`src/design/argb_alpha_over_blend_macros.svh`:
```
// Assertion helpers shared by the blend block.
`ifndef ARGB_ALPHA_OVER_BLEND_MACROS_SVH
`define ARGB_ALPHA_OVER_BLEND_MACROS_SVH

// Same-cycle implication, checked outside reset.
`define AOB_ASSERT_IMPL(label, ante, cons) \
	label: assert property (@(posedge clk) disable iff (!arst_n) (ante) |-> (cons)) \
		else $error("blend assertion failed");

// Next-cycle implication, checked outside reset.
`define AOB_ASSERT_NEXT(label, ante, cons) \
	label: assert property (@(posedge clk) disable iff (!arst_n) (ante) |=> (cons)) \
		else $error("blend assertion failed");

`endif

```
`src/design/aob_pkg.sv`:
```
`default_nettype none

package aob_pkg;

	localparam int QUO_BITS    = 8;
	localparam int DEN_W       = 16;
	localparam int REM_W       = 24;
	localparam int NUM_CH      = 3;
	localparam int ALPHA_SHIFT = 23;
	// Reciprocal of 255 scaled by 2^23, rounded up; exact for every divisor below 65026.
	localparam logic [DEN_W-1:0] ALPHA_RECIP = 16'h8081;
	localparam logic [7:0] ALPHA_ZERO = 8'h00;
	localparam logic [7:0] ALPHA_FULL = 8'hFF;
	// Two preparation stages, one stage per quotient bit, one output register.
	localparam int LATENCY = 2 + QUO_BITS + 1;

	typedef struct packed {
		logic                              bypass;
		logic [31:0]                       pass_pixel;
		logic [REM_W-1:0]                  dsh;
		logic [NUM_CH-1:0][REM_W-1:0]      rem;
		logic [NUM_CH-1:0][QUO_BITS-1:0]   quo;
		logic [7:0]                        alpha;
	} cell_t;

endpackage

`default_nettype wire

```
`src/design/aob_prep.sv`:
```
`default_nettype none

module aob_prep (
	input  wire logic           clk,
	input  wire logic           arst_n,
	input  wire logic           in_valid,
	input  wire logic [31:0]    source_pixel,
	input  wire logic [31:0]    dest_pixel,
	output logic                out_valid,
	output aob_pkg::cell_t      out_data
);

	logic [7:0]  sa;
	logic [7:0]  da;
	logic [7:0]  inv_sa;
	logic [15:0] sw;
	logic [15:0] dw;

	logic                               valid_s1;
	logic                               bypass_s1;
	logic [31:0]                        pass_s1;
	logic [aob_pkg::DEN_W-1:0]          sw_s1;
	logic [aob_pkg::DEN_W-1:0]          dw_s1;
	logic [aob_pkg::DEN_W-1:0]          den_s1;
	logic [aob_pkg::NUM_CH-1:0][7:0]    sc_s1;
	logic [aob_pkg::NUM_CH-1:0][7:0]    dc_s1;

	logic [31:0]                        alpha_prod;
	aob_pkg::cell_t                     next_cell;

	assign sa     = source_pixel[31:24];
	assign da     = dest_pixel[31:24];
	assign inv_sa = 8'hFF - sa;
	assign sw     = {sa, 8'h00} - {8'h00, sa};
	assign dw     = {8'h00, da} * {8'h00, inv_sa};

	always_ff @(posedge clk or negedge arst_n) begin
		if (!arst_n) begin
			valid_s1 <= 1'b0;
		end else begin
			valid_s1 <= in_valid;
		end
	end

	always_ff @(posedge clk) begin
		bypass_s1 <= (sa == aob_pkg::ALPHA_ZERO) || (sa == aob_pkg::ALPHA_FULL);
		pass_s1   <= (sa == aob_pkg::ALPHA_ZERO) ? dest_pixel : source_pixel;
		sw_s1     <= sw;
		dw_s1     <= dw;
		den_s1    <= sw + dw;
		for (int c = 0; c < aob_pkg::NUM_CH; c++) begin
			sc_s1[c] <= source_pixel[c*8 +: 8];
			dc_s1[c] <= dest_pixel[c*8 +: 8];
		end
	end

	// Numerators and alpha; the first divider cell compares against den shifted up by 7.
	assign alpha_prod = {16'h0000, den_s1} * {16'h0000, aob_pkg::ALPHA_RECIP};

	always_comb begin
		next_cell            = '0;
		next_cell.bypass     = bypass_s1;
		next_cell.pass_pixel = pass_s1;
		next_cell.dsh        = {1'b0, den_s1, 7'b0};
		next_cell.alpha      = alpha_prod[aob_pkg::ALPHA_SHIFT +: 8];
		for (int c = 0; c < aob_pkg::NUM_CH; c++) begin
			next_cell.rem[c] = {16'h0000, sc_s1[c]} * {8'h00, sw_s1} +
				{16'h0000, dc_s1[c]} * {8'h00, dw_s1};
		end
	end

	always_ff @(posedge clk or negedge arst_n) begin
		if (!arst_n) begin
			out_valid <= 1'b0;
		end else begin
			out_valid <= valid_s1;
		end
	end

	always_ff @(posedge clk) begin
		out_data <= next_cell;
	end

endmodule

`default_nettype wire

```
`src/design/aob_div_cell.sv`:
```
`default_nettype none

module aob_div_cell (
	input  wire logic           clk,
	input  wire logic           arst_n,
	input  wire logic           in_valid,
	input  wire aob_pkg::cell_t in_data,
	output logic                out_valid,
	output aob_pkg::cell_t      out_data
);

	aob_pkg::cell_t next_cell;

	// One restoring step: each channel's remainder against the shifted divisor.
	always_comb begin
		next_cell     = in_data;
		next_cell.dsh = {1'b0, in_data.dsh[aob_pkg::REM_W-1:1]};
		for (int c = 0; c < aob_pkg::NUM_CH; c++) begin
			if (in_data.rem[c] >= in_data.dsh) begin
				next_cell.rem[c] = in_data.rem[c] - in_data.dsh;
				next_cell.quo[c] = {in_data.quo[c][aob_pkg::QUO_BITS-2:0], 1'b1};
			end else begin
				next_cell.quo[c] = {in_data.quo[c][aob_pkg::QUO_BITS-2:0], 1'b0};
			end
		end
	end

	always_ff @(posedge clk or negedge arst_n) begin
		if (!arst_n) begin
			out_valid <= 1'b0;
		end else begin
			out_valid <= in_valid;
		end
	end

	always_ff @(posedge clk) begin
		out_data <= next_cell;
	end

endmodule

`default_nettype wire

```
`src/design/argb_alpha_over_blend.sv`:
```
// Channel   | Direction | Handshake           | Payload
// command   | in        | start, busy         | source_pixel[31:0], dest_pixel[31:0]
// result    | out       | done (one cycle)    | blended_pixel[31:0]
//
// One item is accepted every clock cycle; busy is never raised.
// Each result passes, after its item is accepted, through two preparation
// stages, eight divider cells (one quotient bit each), and one output register.
// Throughput is one item per cycle.
// Reset (arst_n low) clears only the valid bits; in-flight items are dropped.
// The receiver cannot stall, so no item ever waits inside the block.
`default_nettype none

`include "argb_alpha_over_blend_macros.svh"

module argb_alpha_over_blend (
	input  wire logic        clk,
	input  wire logic        arst_n,
	input  wire logic        start,
	output logic             busy,
	input  wire logic [31:0] source_pixel,
	input  wire logic [31:0] dest_pixel,
	output logic             done,
	output logic [31:0]      blended_pixel
);

	// The pipeline never fills up, so the block is always ready for another item.
	assign busy = 1'b0;

	logic accept;
	assign accept = start && !busy;

	// Chain of valid bits and cell payloads: index 0 is the output of the
	// preparation stages, index QUO_BITS is the output of the last divider cell.
	logic           chain_valid [aob_pkg::QUO_BITS+1];
	aob_pkg::cell_t chain_data  [aob_pkg::QUO_BITS+1];

	// Preparation computes the channel weights, the divisor, the three numerators
	// and the output alpha (divisor over 255 by a reciprocal multiply).
	aob_prep u_prep (
		.clk          (clk),
		.arst_n       (arst_n),
		.in_valid     (accept),
		.source_pixel (source_pixel),
		.dest_pixel   (dest_pixel),
		.out_valid    (chain_valid[0]),
		.out_data     (chain_data[0])
	);

	// Each cell resolves one quotient bit, most significant first, for the red,
	// green and blue channels at once, and hands the item to its neighbor.
	for (genvar i = 0; i < aob_pkg::QUO_BITS; i++) begin : g_cell
		aob_div_cell u_cell (
			.clk       (clk),
			.arst_n    (arst_n),
			.in_valid  (chain_valid[i]),
			.in_data   (chain_data[i]),
			.out_valid (chain_valid[i+1]),
			.out_data  (chain_data[i+1])
		);
	end

	aob_pkg::cell_t last_cell;
	logic [31:0]    result_pixel;

	assign last_cell = chain_data[aob_pkg::QUO_BITS];

	// Transparent or opaque sources skip the blend and carry the chosen pixel
	// through the chain untouched.
	assign result_pixel = last_cell.bypass ? last_cell.pass_pixel :
		{last_cell.alpha, last_cell.quo[2], last_cell.quo[1], last_cell.quo[0]};

	logic        done_q;
	logic [31:0] blended_q;

	always_ff @(posedge clk or negedge arst_n) begin
		if (!arst_n) begin
			done_q <= 1'b0;
		end else begin
			done_q <= chain_valid[aob_pkg::QUO_BITS];
		end
	end

	always_ff @(posedge clk) begin
		blended_q <= result_pixel;
	end

	assign done          = done_q;
	assign blended_pixel = blended_q;

	// A result only comes from an item that was accepted.
	`AOB_ASSERT_IMPL(a_done_from_start, done, $past(start, aob_pkg::LATENCY))
	// A transparent source returns the destination unchanged.
	`AOB_ASSERT_IMPL(a_transparent_pass, done && ($past(source_pixel[31:24], aob_pkg::LATENCY) == aob_pkg::ALPHA_ZERO), blended_pixel == $past(dest_pixel, aob_pkg::LATENCY))
	// An opaque source replaces the destination.
	`AOB_ASSERT_IMPL(a_opaque_pass, done && ($past(source_pixel[31:24], aob_pkg::LATENCY) == aob_pkg::ALPHA_FULL), blended_pixel == $past(source_pixel, aob_pkg::LATENCY))
	// Blended coverage never falls below the source coverage.
	`AOB_ASSERT_IMPL(a_alpha_floor, done, blended_pixel[31:24] >= $past(source_pixel[31:24], aob_pkg::LATENCY) || $past(source_pixel[31:24], aob_pkg::LATENCY) == aob_pkg::ALPHA_ZERO)
	// The block never refuses an item.
	`AOB_ASSERT_NEXT(a_never_busy, start, !busy)

endmodule

`default_nettype wire

```
`config.mk`:
```
export PLATFORM = sky130hd
export DESIGN_NAME = argb_alpha_over_blend
export DESIGN_NICKNAME = d
export VERILOG_FILES = /design/src/design/aob_pkg.sv /design/src/design/aob_prep.sv /design/src/design/aob_div_cell.sv /design/src/design/argb_alpha_over_blend.sv
export VERILOG_INCLUDE_DIRS = /design/src /design/src/design
export SDC_FILE = /design/constraint.sdc
export NUM_CORES = 2
export LEC_CHECK = 0
export ABC_CLOCK_PERIOD_IN_PS = 8300
export BUFFER_PORTS_ARGS = -buffer_cell sky130_fd_sc_hd__clkbuf_2
export CORE_ASPECT_RATIO = 1.25
export CORE_MARGIN = 2
export CORE_UTILIZATION = 38
export DETAILED_ROUTE_END_ITERATION = 7
export GPL_TIMING_DRIVEN = 0
export SLEW_MARGIN = 20
export SYNTH_ARGS = -nofsm -noshare
export SYNTH_HDL_FRONTEND = slang
export SYNTH_HIERARCHICAL = 1
export SYNTH_SLANG_ARGS = --single-unit
```
`constraint.sdc`:
```
create_clock -name clk -period 8.3 [get_ports clk]
set_input_delay 1.245 -clock clk [delete_from_list [all_inputs] [get_ports clk]]
set_output_delay 1.245 -clock clk [all_outputs]
set_load 0.01 [all_outputs]
```
== Word level (Yosys, flattened, before mapping) ==
Cells that the tools add are included.

* Bitwise logic cells: 0
* Divide/modulo/power cells: 0
* Eq/ne operators: 1
* $lt $le $gt $ge: 24
* Multiply operators: 8
* Reduce and logical (&&, ||, !) cells: 2
* Shifts and indexed selects: 0
* Multiplexer cells: 47
* Add/subtract/negate cells: 27

{| class="wikitable"
|+ Operator list
! operator !! number
|-
| $mux W24 || 21
|-
| $mul A8 B16 Y24 || 6
|-
| $add A24 B24 Y24 || 3
|-
| $ge A24 B16 Y1 || 3
|-
| $ge A24 B17 Y1 || 3
|-
| $ge A24 B18 Y1 || 3
|-
| $ge A24 B19 Y1 || 3
|-
| $ge A24 B20 Y1 || 3
|-
| $ge A24 B21 Y1 || 3
|-
| $ge A24 B22 Y1 || 3
|-
| $ge A24 B23 Y1 || 3
|-
| $sub A24 B17 Y24 || 3
|-
| $sub A24 B18 Y24 || 3
|-
| $sub A24 B19 Y24 || 3
|-
| $sub A24 B20 Y24 || 3
|-
| $sub A24 B21 Y24 || 3
|-
| $sub A24 B22 Y24 || 3
|-
| $sub A24 B23 Y24 || 3
|-
| $mux W32 || 2
|-
| $mul A16 B16 Y31 const B || 1
|-
| $mux W1 || 24
|-
| $add A16 B16 Y16 || 1
|-
| $mul A8 B8 Y16 || 1
|-
| $sub A16 B8 Y16 || 1
|-
| other kinds (4) || 4
|}

* Input port bits: 67
* RAM bits: 0
* Register bits after elaboration: 1353
* Memories kept: 0
* ROM bits: 0
* Latch bits: 0
* Word-level logic and storage cells: 215

== Logic depth before layout (Yosys ltp) ==
* Depth after elaboration: 3
* Gate-level depth with buffers: 24
* Mapped depth without buffers: 23

== By module ==
The synthesis kept the hierarchy.

{| class="wikitable"
|+ By module, submodules not included
! module !! seq. area each (um^2) !! cells an instance !! area an instance (um^2) !! times used
|-
| aob_prep || 5215.0 || 3584 || 34050.2 || 1
|-
| aob_div_cell at g_cell[1].u_cell ... || 3228.1 || 911 || 8187.9 || 4
|-
| aob_div_cell at g_cell[6].u_cell || 3228.1 || 905 || 8079.0 || 1
|-
| aob_div_cell at g_cell[5].u_cell || 3228.1 || 881 || 7992.7 || 1
|-
| aob_div_cell at g_cell[0].u_cell || 3228.1 || 856 || 7871.3 || 1
|-
| aob_div_cell at g_cell[7].u_cell || 3228.1 || 802 || 7837.5 || 1
|-
| argb_alpha_over_blend || 665.6 || 71 || 1221.2 || 1
|}

== Worst setup path before layout ==
OpenSTA, ideal clock, no wires.

* Kind: input to register
* Start point: in source_pixel[30]
* End point: reg u_prep/den_s1[14] (netlist name)
* Path slack: 2.056 ns
* Data arrival time: 6.172 ns
* Stages: 22
* Path buffers: 2
* Cells stage by stage: clkbuf_1 > clkbuf_1 > nand2b_1 > fa_1 > fa_1 > inv_1 > fa_1 > inv_1 > fa_1 > inv_1 > ha_1 > o21a_1 > a21oi_1 > o21ai_1 > a21oi_1 > xnor2_1 > ha_1 > and2_1 > o21bai_1 > a41o_1 > o41ai_1 > xnor2_1

* Word-level cells in the longest chain between the ends: 3
* Elaborated cells between the ends (all ways): 4
* Those cells by class: add/sub: 3; mul: 1

{| class="wikitable"
|+ Ends and longest elaborated chain
! what !! RTL line !! source
|-
| start: declaration || argb_alpha_over_blend.sv:20 || <nowiki>input wire logic [31:0] source_pixel,</nowiki>
|-
| $sub A8 B8 Y8 || aob_prep.sv:33 || <nowiki>assign inv_sa = 8'hFF - sa;</nowiki>
|-
| $mul A8 B8 Y16 || aob_prep.sv:35 || <nowiki>assign dw = {8'h00, da} * {8'h00, inv_sa};</nowiki>
|-
| named net u_prep.dw[11] || aob_prep.sv:17 || <nowiki>logic [15:0] dw;</nowiki>
|-
| $add A16 B16 Y16 || aob_prep.sv:50 || <nowiki>den_s1 <= sw + dw;</nowiki>
|-
| end signal: assignment || aob_prep.sv:50 ||
|-
| end: declaration || aob_prep.sv:24 || <nowiki>logic [aob_pkg::DEN_W-1:0] den_s1;</nowiki>
|}

The timed path passes the listed nets, and every way through them passes these cells.

==> results by group <==
Worst setup path
  – Crit path launch type: register
  – CP Capture Type: register
  – Critical Path RT: 8.99 ns
  – R2R depth: 19
  – Crit path DAT: 8.05 ns
  – R2R Path End: u_prep/out_data[55]$_DFF_P_
  – Critical path class: reg2reg
  – CP max FO: 10
  – Reg2Reg Setup Slack: 0.93 ns
  – RR Startpoint: u_prep/sw_s1[5]$_DFF_P_

Layout
  – Layout area overhead: 11.05%
  – FILL cells: 24180
  – Area occupied by multi-input gates: 59150 sq um
  – Final net count: 12070
  – Sequential cell area: 28120 sq um
  – Share of cells above drive strength 1: 0.07299

Clock tree
  – Cts bufs inserted: 162
  – Worst-path clk slew: 0.06 ns
  – Clk Latency, worst-skew pair: 0.84 ns
  – Max H-tree Level: 4
  – PostCTS Resize Cnt: 0
  – Root Buffer: clkbuf_16
  – CTS tree: yes
  – CTS sink cnt: 1402
  – # hold bufs at CTS: 0
  – Setup bufs post-CTS: 0
  – CTS max path bufs: 4

Place
  – Post-DP HPWL: 268100 microns
  – IO buf count: 98
  – Final weighted congestion in routability-driven placement: 0.9943

Floorplanning
  – Rows: 203
  – Die span in y: 558.0 microns
  – Die width: 447.2 microns
  – CORE AREA: 244300 sq um
  – Die area: 249600 sq um
  – Initial Util: 0.3819
  – Number of placed I/O pins: 101

Run status
  – Outcome: finished clean

STA
  – Hold Vio Cnt, Final: 0
  – Least-Margin Pin Slew: 1.175 ns
  – Tmin final: 7.365 ns
  – Clock Skew: 0.06194 ns
  – Post-route setup TNS: 0 ns
  – Final setup fails: 0
  – Relative slew slack: 0.2165
  – RSZ-0062 raised after global routing: false
  – Fin crit share: 0.8874
  – Highest clock rate: 135.8 MHz
  – Final Slew Violations: 0

Detailed routing
  – Vias: 72740
  – First-pass DRT Iterations: 8
  – DR DRC count: 0
  – 1st-iter DRT viols: 4134
  – Vias/cell: 5.247
  – Drt wl/cell: 23.15 microns
  – Post-route ant nets: 0
  – Drt total wl: 320900 microns

Global route
  – Initial antenna violation count: 23
  – Tot GR Track Use: 0.2551
  – Grt ovf: 0
  – Number of global-route vias before repair: 75330
  – First-pass GRT wire length: 473300 microns
  – Largest net degree at the start of global routing: 16

Yosys
  – Post-Syn Area: 93310 sq um
  – Syn Area/Cell: 9.202 sq um
  – Cells after synthesis: 10140
  – Yosys Warn Count: 6

Job
  – Max-Cap Viols: 0

Worst hold path
  – Min-delay worst type: reg2reg
  – Hold endpoint: g_cell[4].u_cell/out_data[133]$_DFF_P_
  – WHS Path Cells: 0
  – Critical hold path startpoint: g_cell[3].u_cell/out_data[133]$_DFF_P_
[worst max-delay path, stage by stage, from the launching register on]
cell and delay, ns:
dfxtp_1 0.70, clkbuf_1 0.85, nand2_1 0.19, fa_1 0.54
fa_1 0.46, fa_1 0.55, inv_1 0.06, fa_1 0.50
fa_1 0.49, inv_1 0.05, fa_1 0.47, inv_1 0.04
ha_1 0.31, a21oi_1 0.31, o211ai_1 0.25, a311oi_1 0.66
o2111ai_1 0.17, nand2_1 0.17, o21ai_1 0.10, xnor2_1 0.34
[cell usage in the layout, fill, tap and decap left out, types with 50 or more instances in the layout]
master,instances
a211oi_1,68
dfxtp_1,1391
clkbuf_16,162
and2_1,409
nor2_1,419
a31oi_1,87
mux2_2,137
nand2_1,1096
o21ai_1,50
and3_1,74
xor2_1,197
a21oi_1,544
nand4_1,88
fa_1,685
ha_1,905
o21bai_1,79
nand2b_1,83
nor2b_1,144
inv_1,1190
o21ai_0,530
clkbuf_1,272
clkbuf_2,103
a21o_1,255
xnor2_1,254
o21a_1,119
nor3_1,112
nand3_1,146
[through the flow]
stage	hold WS [ns]	area, sq um	instances	setup slack [ns]	util
floorplan	0.3096	93340	10150	2.056	-
global placement	0.3105	97930	13530	1.150	0.4008
detailed placement	0.3121	98010	13530	1.047	0.4011
CTS	0.2628	103500	13820	1.058	0.4236
global route	0.2994	103600	13850	0.7780	0.4239
finish	0.3142	103600	13860	0.9346	0.4241
[how the worst max path moves through the flow]
stage / to / slack [ns] / from / depth (start not counted)
6_report: u_prep/out_data[55]$_DFF_P_ / 0.93 / u_prep/sw_s1[5]$_DFF_P_ / 19
5_1_grt: u_prep/out_data[53]$_DFF_P_ / 0.78 / u_prep/sw_s1[5]$_DFF_P_ / 19
4_1_cts: u_prep/out_data[75]$_DFF_P_ / 1.06 / u_prep/sw_s1[2]$_DFF_P_ / 16
3_5_place_dp: u_prep/den_s1[14]$_DFF_P_ / 1.05 / source_pixel[30] / 20
3_3_place_gp: u_prep/den_s1[14]$_DFF_P_ / 1.15 / source_pixel[30] / 20
2_1_floorplan: u_prep/den_s1[14]$_DFF_P_ / 2.06 / source_pixel[30] / 22
[area by class of cell]
| type | count | area share |
|---|---|---|
| sequential | 1402 | 0.2714 |
| clock inverter | 88 | 0.01100 |
| clock buffer | 198 | 0.04197 |
| multi-input combinational | 7204 | 0.5708 |
| inverter | 1195 | 0.04331 |
| buffer | 347 | 0.01548 |
| timing repair buffer | 101 | 0.005217 |
| tap | 3280 | 0.03961 |
| antenna | 48 | 0.001159 |
[registers in the layout (all words and copies together), names as in the netlist, 24 cells and up]
name and count:
u_prep/pass_s1 32, u_prep/out_data 129, u_prep/sc_s1 24, g_cell.u_cell/out_data 1101, u_prep/dc_s1 24, blended_pixel 32
[per-layer routing]
layer  vias up  global-route usage  part of all wire
met2      2192              0.4554              0.50
met5         -                   0          0.000078
li1      34680                   -                 -
met1     34960              0.2496              0.34
met3       899             0.02964             0.037
met4         4              0.2606              0.12
Power is not shown: default switching activity piles up to over one toggle a cycle in this logic, so the estimate is an artifact.
